**src/sms_pkg.sv**
```systemverilog
// shared types and constants for the sms tpdu structure checker
// no dependencies; imported by sms_parser and sms_tpdu_structure_checker
package sms_pkg;

    localparam int DATA_W        = 8;
    localparam int STATUS_W      = 2;
    localparam int MTYPE_W       = 2;
    localparam int TOTAL_LEN_W   = 9;
    localparam int UDL_W         = 8;
    localparam int MAX_LEN_W     = 8;

    localparam logic [MAX_LEN_W-1:0]   MAX_LEN_RESET = 8'd164;
    localparam logic [TOTAL_LEN_W-1:0] TOTAL_LEN_MAX = 9'd511;

    localparam logic [STATUS_W-1:0] ST_VALID     = 2'd0;
    localparam logic [STATUS_W-1:0] ST_MALFORMED = 2'd1;
    localparam logic [STATUS_W-1:0] ST_TOO_LONG  = 2'd2;

    localparam logic [MTYPE_W-1:0] MT_DELIVER = 2'd0;
    localparam logic [MTYPE_W-1:0] MT_SUBMIT  = 2'd1;

    localparam logic [1:0] VPF_NONE     = 2'd0;
    localparam logic [1:0] VPF_RELATIVE = 2'd2;

    localparam logic [DATA_W-1:0] SCTS_OCTETS   = 8'd7;
    localparam logic [DATA_W-1:0] VP_ABS_OCTETS = 8'd7;
    localparam logic [DATA_W-1:0] VP_REL_OCTETS = 8'd1;

    typedef enum logic [3:0] {
        PH_FIRST,
        PH_MR,
        PH_ADDR_LEN,
        PH_ADDR_BODY,
        PH_PID,
        PH_DCS,
        PH_VP,
        PH_SCTS,
        PH_UDL,
        PH_UDATA,
        PH_DONE,
        PH_REPORT
    } t_phase;

    typedef struct packed {
        logic [STATUS_W-1:0]    status;
        logic [MTYPE_W-1:0]     message_type;
        logic [TOTAL_LEN_W-1:0] total_length;
        logic [UDL_W-1:0]       udl_octet;
    } t_verdict;

endpackage

```
**src/sms_parser.sv**
```systemverilog
// per-message parse state machine: walks the tpdu layout one octet per step
// and forms the verdict on the last octet; depends on sms_pkg
module sms_parser
    import sms_pkg::*;
#(
    parameter int COUNT_WIDTH = 9
) (
    input  logic                 i_clk,
    input  logic                 i_rst_n,
    input  logic                 i_step,
    input  logic [DATA_W-1:0]    i_data_byte,
    input  logic                 i_last,
    input  logic [MAX_LEN_W-1:0] i_max_length,
    output t_verdict             o_verdict
);

    localparam int CW_EXT = (COUNT_WIDTH > TOTAL_LEN_W) ? COUNT_WIDTH : TOTAL_LEN_W;
    localparam logic [COUNT_WIDTH-1:0] COUNT_MAX = {COUNT_WIDTH{1'b1}};

    t_phase                  r_phase, n_phase, a_phase;
    logic [DATA_W-1:0]       r_first, n_first, a_first;
    logic [DATA_W-1:0]       r_rem, n_rem, a_rem;
    logic [UDL_W-1:0]        r_udl, n_udl, a_udl;
    logic [COUNT_WIDTH-1:0]  r_count, n_count, a_count;
    logic [DATA_W-1:0]       rem_dec;
    logic [DATA_W:0]         addr_octets;
    logic [1:0]              vpf;
    logic [CW_EXT-1:0]       count_ext;

    assign rem_dec     = (r_rem != '0) ? DATA_W'(r_rem - 1'b1) : '0;
    assign addr_octets = (DATA_W+1)'(i_data_byte) + 1'b1;
    assign vpf         = r_first[4:3];

    // advance by one octet
    always_comb begin
        a_phase = r_phase;
        a_first = r_first;
        a_rem   = r_rem;
        a_udl   = r_udl;
        a_count = (r_count != COUNT_MAX) ? COUNT_WIDTH'(r_count + 1'b1) : r_count;
        case (r_phase)
            PH_FIRST: begin
                a_first = i_data_byte;
                if (i_data_byte[1:0] == MT_DELIVER) begin
                    a_phase = PH_ADDR_LEN;
                end else if (i_data_byte[1:0] == MT_SUBMIT) begin
                    a_phase = PH_MR;
                end else begin
                    a_phase = PH_REPORT;
                end
            end
            PH_MR: begin
                a_phase = PH_ADDR_LEN;
            end
            PH_ADDR_LEN: begin
                if (i_data_byte == '0) begin
                    a_phase = PH_PID;
                end else begin
                    a_rem   = DATA_W'((DATA_W+1)'(1) + (addr_octets >> 1));
                    a_phase = PH_ADDR_BODY;
                end
            end
            PH_ADDR_BODY: begin
                a_rem = rem_dec;
                if (rem_dec == '0) begin
                    a_phase = PH_PID;
                end
            end
            PH_PID: begin
                a_phase = PH_DCS;
            end
            PH_DCS: begin
                if (r_first[1:0] == MT_DELIVER) begin
                    a_rem   = SCTS_OCTETS;
                    a_phase = PH_SCTS;
                end else if (vpf == VPF_NONE) begin
                    a_phase = PH_UDL;
                end else begin
                    a_rem   = (vpf == VPF_RELATIVE) ? VP_REL_OCTETS : VP_ABS_OCTETS;
                    a_phase = PH_VP;
                end
            end
            PH_VP, PH_SCTS: begin
                a_rem = rem_dec;
                if (rem_dec == '0) begin
                    a_phase = PH_UDL;
                end
            end
            PH_UDL: begin
                a_udl   = i_data_byte;
                a_rem   = i_data_byte;
                a_phase = (i_data_byte == '0) ? PH_DONE : PH_UDATA;
            end
            PH_UDATA: begin
                a_rem = rem_dec;
                if (rem_dec == '0) begin
                    a_phase = PH_DONE;
                end
            end
            PH_REPORT: begin
                a_phase = PH_DONE;
            end
            default: begin
                a_phase = PH_DONE;
            end
        endcase
    end

    // next state: hold, advance, or clear after the verdict
    always_comb begin
        n_phase = r_phase;
        n_first = r_first;
        n_rem   = r_rem;
        n_udl   = r_udl;
        n_count = r_count;
        if (i_step) begin
            if (i_last) begin
                n_phase = PH_FIRST;
                n_first = '0;
                n_rem   = '0;
                n_udl   = '0;
                n_count = '0;
            end else begin
                n_phase = a_phase;
                n_first = a_first;
                n_rem   = a_rem;
                n_udl   = a_udl;
                n_count = a_count;
            end
        end
    end

    // verdict
    assign count_ext = CW_EXT'(a_count);

    always_comb begin
        if (count_ext > CW_EXT'(i_max_length)) begin
            o_verdict.status = ST_TOO_LONG;
        end else if (a_phase == PH_UDL || a_phase == PH_DONE) begin
            o_verdict.status = ST_VALID;
        end else begin
            o_verdict.status = ST_MALFORMED;
        end
        o_verdict.message_type     = a_first[1:0];
        o_verdict.total_length     = (count_ext > CW_EXT'(TOTAL_LEN_MAX)) ?
                                     TOTAL_LEN_MAX : count_ext[TOTAL_LEN_W-1:0];
        o_verdict.udl_octet        = a_udl;
    end

    always_ff @(posedge i_clk) begin
        if (!i_rst_n) begin
            r_phase <= PH_FIRST;
            r_first <= '0;
            r_rem   <= '0;
            r_udl   <= '0;
            r_count <= '0;
        end else begin
            r_phase <= n_phase;
            r_first <= n_first;
            r_rem   <= n_rem;
            r_udl   <= n_udl;
            r_count <= n_count;
        end
    end

endmodule

```
**config.mk**
```make
export PLATFORM = sky130hd
export DESIGN_NAME = sms_parser
export DESIGN_NICKNAME = d
export VERILOG_FILES = /design/src/sms_pkg.sv /design/src/sms_parser.sv
export SDC_FILE = /design/constraint.sdc
export NUM_CORES = 1
export LEC_CHECK = 0
export BUFFER_PORTS_ARGS = -buffer_cell sky130_fd_sc_hd__buf_2
export CORE_ASPECT_RATIO = 2
export CORE_UTILIZATION = 25
export CTS_CLUSTER_DIAMETER = 100
export DETAILED_ROUTE_END_ITERATION = 10
export HOLD_SLACK_MARGIN = 0.02
export PLACE_DENSITY = 0.42
export SLEW_MARGIN = 10
export SYNTH_ARGS = -nofsm -noshare
export SYNTH_HDL_FRONTEND = slang
export SYNTH_SLANG_ARGS = --single-unit
```
**constraint.sdc**
```tcl
create_clock -name i_clk -period 4.4 [get_ports i_clk]
set_input_delay 0.88 -clock i_clk [delete_from_list [all_inputs] [get_ports i_clk]]
set_output_delay 0.88 -clock i_clk [all_outputs]
set_load 0.1 [all_outputs]
```
==> results.py, run 1 <==
metrics = {
    "sta": {
        "maxSlewHeadroom_pct": 53.56,
        "finalSetupTns_ns": 0,
        "post-route-period-util_pct": 95.82,
        "fmax_mhz": 237.2,
        "final-hold-violation-count": 0,
        "min_period_ns": 4.216,
        "setup_ws_ns": 0.1839,
        "finalMaxSlewViolations": 0,
        "rsz0062_at_grt": "no",
        "worst_slew_pin_slew_ns": 0.6905,
        "worst_clock_skew_ns": 0.004650,
        "setup_viol": 0,
    },
    "global_routing": {
        "grt_pass1_wl_um": 15930,
        "grt_pass1_vias": 2928,
        "track_usage_pct": 17.16,
        "grt_overflow": 0,
        "grt_max_degree": 33,
        "antenna_found_initial": 0,
    },
    "setup_path": {
        "start_kind": "flip-flop",
        "r2r_slack_ns": 2.14,
        "worstReg2RegStart": "r_phase[2]$_SDFFE_PN0P_",
        "crit_type": "reg -> out",
        "arrival_ns": 3.34,
        "reg2reg_to": "r_rem[7]$_SDFFE_PN0P_",
        "critPathMaxFanout": 5,
        "end_kind": "primary output",
        "required_ns": 3.52,
        "r2r_cells": 5,
    },
    "routing": {
        "drc_errors": 0,
        "wirelength_um": 10380,
        "avgViaCountPerCell": 5.404,
        "first_pass_iters": 4,
        "first_iter_violations": 166,
        "ant_nets": 0,
        "wl_per_cell_um": 18.70,
        "via_count": 2999,
    },
    "worst_hold_path": {
        "hp-class": "reg -> reg",
        "hold_start": "r_udl[3]$_SDFFE_PN0P_",
        "hold_end": "r_udl[3]$_SDFFE_PN0P_",
        "whs_path_depth": 2,
    },
    "synthesis": {
        "synth_cells": 377,
        "ys_top_cells_by_area": "dfxtp_1, ha_1, nand2_1, nor2b_1, xnor2_1",
        "synth_edf_count": 0,
        "ys_types": 77,
        "yosysWarningCount": 0,
        "synth_top_area_share_pct": 21.95,
        "synth_seq_cells": 33,
        "ys_seq_area_share_pct": 21.95,
        "synth.avg_cell_area_sq_um": 7.985,
        "synthArstFlopShare_pct": 0,
        "syn_nets": 411,
        "synth_area_sq_um": 3010,
        "synthFlopType": "dfxtp_1",
        "yosys.area.top_type": "dfxtp_1",
    },
    "clock_network": {
        "clk_path_buf_depth": 2,
        "clk_pin_slew_ns": 0.06,
        "cts_tree": "done",
        "cts_htree_levels": 2,
        "cts_hold_buf": 0,
        "root_buffer": "clkbuf_16",
        "clk_latency_ns": 0.29,
        "cts_sinks": 33,
        "cts_made_buffers": 5,
    },
    "floorplanning": {
        "core_sq_um": 11700,
        "die_w_um": 79.60,
        "io_pins": 41,
        "start_util_pct": 25.73,
        "dieArea_sq_um": 12510,
        "die_y_um": 157.2,
        "rows": 56,
    },
    "power": {
        "p_per_area_nw_per_um2": 294.3,
        "power.leakage_nw": 1.506,
        "ir_worst_vdd_v": 0.0001546,
    },
    "final_layout": {
        "most-common-layout-cells": "buf_2, nand2_1, dfxtp_1",
        "nets": 443,
        "drive_gt1_share_pct": 20.98,
        "mostFrequentLayoutCell": "buf_2",
        "antenna_cells": 0,
        "nFillCells": 1275,
        "area_growth_pct": 19.24,
    },
    "place": {
        "pre_cts_ws_ns": 0.2613,
        "io_buffers": 40,
        "gp_congestion": 0.8514,
        "hpwlAfterDp_um": 8017,
    },
    "outcome": {
        "run_status": "completed",
    },
    "run": {
        "cap_violations": 0,
    },
}
worst max path at each step:
stage / start / cells after the start / end
2_1_floorplan: r_count[0]$_SDFFE_PN0P_ / 11 / o_verdict[19]
3_3_place_gp: r_count[3]$_SDFFE_PN0P_ / 11 / o_verdict[19]
3_5_place_dp: r_count[3]$_SDFFE_PN0P_ / 11 / o_verdict[19]
4_1_cts: r_count[1]$_SDFFE_PN0P_ / 12 / o_verdict[19]
5_1_grt: r_count[1]$_SDFFE_PN0P_ / 12 / o_verdict[19]
6_report: r_count[1]$_SDFFE_PN0P_ / 12 / o_verdict[19]
final cells by class:
type / count / area, sq um / share of cell area (%)
Clock inverter: 1 / 30.03 / 0.8365
Clock buffer: 7 / 142.6 / 3.974
Sequential cell: 33 / 663.1 / 18.47
Timing Repair Buffer: 48 / 279.0 / 7.773
Multi-Input combinational cell: 300 / 2215 / 61.69
Inverter: 21 / 78.83 / 2.196
Tap cell: 145 / 181.4 / 5.054
cell usage after synthesis, types with 6 or more instances:
cell type / count
o21ai_0: 12
dfxtp_1: 33
ha_1: 14
nor3_1: 9
xnor2_1: 13
nand2_1: 35
nand3_1: 10
a22oi_1: 15
a31oi_1: 6
nor2b_1: 21
clkbuf_1: 8
a21oi_1: 11
inv_1: 20
a21o_1: 6
and3_1: 7
nor2_1: 15
o31ai_1: 6
o21a_1: 6
and2_1: 6
buf_2: 11
critical path, cell delays in order (launching register included):
cell       delay [ns]
dfxtp_1          0.38
ha_1             0.21
and2_4           0.17
nand4_1          0.21
and3_4           0.26
xor2_2           0.15
ha_1             0.26
and3_1           0.19
a2111oi_2        0.37
buf_4            0.16
nand2_1          0.12
a221oi_4         0.35
buf_12           0.21
report_power, final:
part | switching [mW] | leakage [nW] | internal, mW
registers | 0.0197 | 0.268 | 0.307
logic | 0.205 | 1.15 | 0.104
clock network | 0.138 | 0.0841 | 0.283
total | 0.362 | 1.51 | 0.694
kinds of logic after synthesis:
kind of cell	count (synthesis)	synth area share [%]
simple gates	139	27.35
compound gates	120	29.97
buf+inv	44	6.442
flops	33	21.95
xor+xnor	18	5.237
fa+ha+maj	15	6.193
mux	8	2.868
metal layers:
metal  up-vias  global-route usage (%)  part of all wire (%)
met5         -                       0                     0
met4         0                   7.965                   2.8
met3        16                   1.797                   2.8
met2        67                   35.90                    59
met1      1447                   15.40                    35
li1       1469                       -                     -
what timing repair did:
item | 4_1_cts | 5_1_grt
pin swaps | 1 | 4
endpoints found under the setup margin | 1 | 2
buffers inserted | 0 | 3
resized for setup | 3 | 6
state kept, by name, indices dropped and copies added (netlist names):
register  flops
r_phase       4
r_rem         8
r_first       4
r_udl         8
r_count       9
stage by stage:
stage | cell area, sq um | hold slack (ns) | total power [mW] | std cells | utilization, %
global placement | 3366 | 0.5170 | 0.6403 | 544 | 28.76
floorplan | 3047 | 0.4850 | 0.5603 | 377 | -
finish | 3590 | 0.5369 | 1.056 | 555 | 30.68
detailed placement | 3366 | 0.5239 | 0.6422 | 544 | 28.76
CTS | 3542 | 0.5424 | 1.064 | 552 | 30.27
global route | 3590 | 0.5743 | 1.101 | 555 | 30.68
Note: power is estimated with default switching activity, not from simulation.
==> run 2, diff against run 1 <==
--- a/config.mk
+++ b/config.mk
@@ -11,7 +11,8 @@
 export CTS_CLUSTER_DIAMETER = 100
 export DETAILED_ROUTE_END_ITERATION = 10
 export HOLD_SLACK_MARGIN = 0.02
-export PLACE_DENSITY = 0.42
+export PLACE_DENSITY = 0.44
+export RECOVER_POWER = 100
 export SLEW_MARGIN = 10
 export SYNTH_ARGS = -nofsm -noshare
 export SYNTH_HDL_FRONTEND = slang
==> constraint.sdc (replaced) <==
create_clock -name i_clk -period 3.8 [get_ports i_clk]
set_input_delay 0.76 -clock i_clk [delete_from_list [all_inputs] [get_ports i_clk]]
set_output_delay 0.76 -clock i_clk [all_outputs]
set_load 0.1 [all_outputs]
==> results.py, run 2 (synthesis results as in run 1) <==
metrics = {
    "outcome": {
        "run_status": "completed",
    },
    "setup_path": {
        "worst-path-buf-inv": 2,
        "reg2reg_to": "r_rem[7]$_SDFFE_PN0P_",
        "worstPathCellList": "ha_4, and2_4, nand4_1, buf_4, nand4_1, xnor2_1, ha_1, and3_4, a2111oi_4, nand2_2, a221oi_4, buf_12",
        "cp_top_family": "simple AND/OR/NAND/NOR gates",
        "arrival_ns": 2.98,
        "r2r_slack_ns": 1.56,
        "r2r_cells": 6,
        "end_kind": "primary output",
        "crit_top_cell": "nand4_1",
        "max_stage_delay_ns": 0.35,
        "worstReg2RegStart": "r_phase[1]$_SDFFE_PN0P_",
        "required_ns": 3.04,
        "crit_type": "reg -> out",
        "critPathSlowestCell": "dfxtp_4",
        "start_kind": "flip-flop",
        "critPathMaxFanout": 3,
    },
    "routing": {
        "first_iter_violations": 130,
        "drc_errors": 0,
        "avgViaCountPerCell": 5.404,
        "first_pass_iters": 4,
        "wl_per_cell_um": 18.11,
        "via_count": 3080,
        "wirelength_um": 10320,
        "ant_nets": 0,
    },
    "sta": {
        "finalMaxSlewViolations": 0,
        "setup_viol": 0,
        "worst_clock_skew_ns": 0.007240,
        "post-route-period-util_pct": 98.45,
        "fmax_mhz": 267.3,
        "rsz0062_at_grt": "yes",
        "worst_slew_pin_slew_ns": 0.6848,
        "maxSlewHeadroom_pct": 54.29,
        "setup_ws_ns": 0.05872,
        "fin_hold_ws_ns": 0.5388,
        "final-hold-violation-count": 0,
        "min_period_ns": 3.741,
    },
    "floorplanning": {
        "die_w_um": 79.60,
        "die_y_um": 157.2,
        "start_util_pct": 25.73,
        "io_pins": 41,
        "dieArea_sq_um": 12510,
        "rows": 56,
        "core_sq_um": 11700,
    },
    "power": {
        "p_int_mw": 0.7830,
        "ir_worst_vdd_v": 0.0001489,
        "seq_power_share_pct": 31.1,
        "switching_power_mw": 0.4165,
        "switching_share_pct": 34.72,
        "p_per_area_nw_per_um2": 318.2,
        "power_frac_comb_pct": 30.6,
        "power.leakage_nw": 1.592,
        "clkPwrFrac_pct": 38.3,
    },
    "final_layout": {
        "antenna_cells": 0,
        "largest-register": "r_count",
        "largest_reg_flops": 9,
        "final_core_util_pct": 32.22,
        "largest_registers": "r_count: 9 flops, r_rem: 8 flops, r_udl: 8 flops",
        "fin_area_sq_um": 3770,
        "most-common-layout-cells": "buf_2, nand2_1, dfxtp_1",
        "area_growth_pct": 25.23,
        "drive_gt1_share_pct": 25.65,
        "mostFrequentLayoutCell": "buf_2",
        "nets": 458,
    },
    "clock_network": {
        "clk_latency_ns": 0.28,
        "cts_hold_buf": 0,
        "clk_path_buf_depth": 2,
        "cts_htree_levels": 2,
        "cts_sinks": 33,
        "root_buffer": "clkbuf_16",
        "cts_made_buffers": 5,
        "cts_tree": "done",
        "clk_pin_slew_ns": 0.06,
    },
    "place": {
        "pre_cts_ws_ns": 0.1289,
        "hpwlAfterDp_um": 8034,
        "place_area_sq_um": 3467,
        "gp_congestion": 0.7775,
        "io_buffers": 40,
    },
    "global_routing": {
        "antenna_found_initial": 0,
        "grt_max_degree": 33,
        "grt_pass1_wl_um": 15990,
        "track_usage_pct": 17.14,
        "grt_overflow": 0,
        "grt_pass1_vias": 3048,
    },
    "run": {
        "cap_violations": 0,
    },
    "worst_hold_path": {
        "hold_end": "r_udl[5]$_SDFFE_PN0P_",
        "hp-class": "reg -> reg",
        "hold_start": "r_udl[5]$_SDFFE_PN0P_",
        "whs_path_depth": 2,
    },
}
==> run 2: changes by cell type in the layout (fill, tap and decap cells not counted), sizes merged <==
cell,delta
bufinv,-1
buf,+15
clkbuf,+1
==> run 2: timing repair <==
| action | CTS | global route |
|---|---|---|
| gates resized for setup | 8 | 8 |
| buffers inserted | 2 | 8 |
| setup endpoints to repair | 2 | 2 |
| pin swaps | 4 | 12 |
==> run 2: power by group through the flow <==
stage / Combinational [mW] / Clock [mW] / Sequential, mW
6_report: 0.368 / 0.459 / 0.373
5_1_grt: 0.394 / 0.481 / 0.374
4_1_cts: 0.365 / 0.470 / 0.374
3_5_place_dp: 0.363 / 0 / 0.382
3_3_place_gp: 0.360 / 0 / 0.381
2_1_floorplan: 0.276 / 0 / 0.374
==> run 2: routing by layer <==
layer | part of all wire (%) | wire length, um | GRT usage (%)
met5 | 0 | 0 | 0
met4 | 2.9 | 304 | 7.706
met3 | 2.0 | 206 | 1.449
met2 | 60 | 6143 | 35.45
met1 | 36 | 3670 | 16.06
==> run 2: how the worst max path moves through the flow <==
stage	start	endpoint	cells past startpoint
after detailed placement	r_count[1]$_SDFFE_PN0P_	o_verdict[19]	11
after floorplan	r_count[0]$_SDFFE_PN0P_	o_verdict[19]	10
after global routing	r_count[0]$_SDFFE_PN0P_	o_verdict[19]	12
final	r_count[0]$_SDFFE_PN0P_	o_verdict[19]	12
after global placement	r_count[0]$_SDFFE_PN0P_	o_verdict[19]	12
after CTS	r_count[0]$_SDFFE_PN0P_	o_verdict[19]	12
==> run 2: area by class of cell <==
class,count,area [sq um]
fill,1299,7931
multi-input combinational,300,2278
tap,145,181.4
sequential,33,673.1
timing repair buffer,63,390.4
inverter,21,78.83
clock buffer,8,167.7
==> run 2: through the flow <==
step,TNS (ns),cells,power [mW]
5_1_grt,-0.07886,570,1.249
3_3_place_gp,0,553,0.7412
2_1_floorplan,-0.1642,377,0.6499
6_report,0,570,1.200
3_5_place_dp,0,553,0.7443
4_1_cts,0,563,1.209
==> run 2: worst min-delay path, cell delays in order (launching register included) <==
cell and delay (ns):
dfxtp_1 0.32, a22oi_1 0.08, nor2b_1 0.10
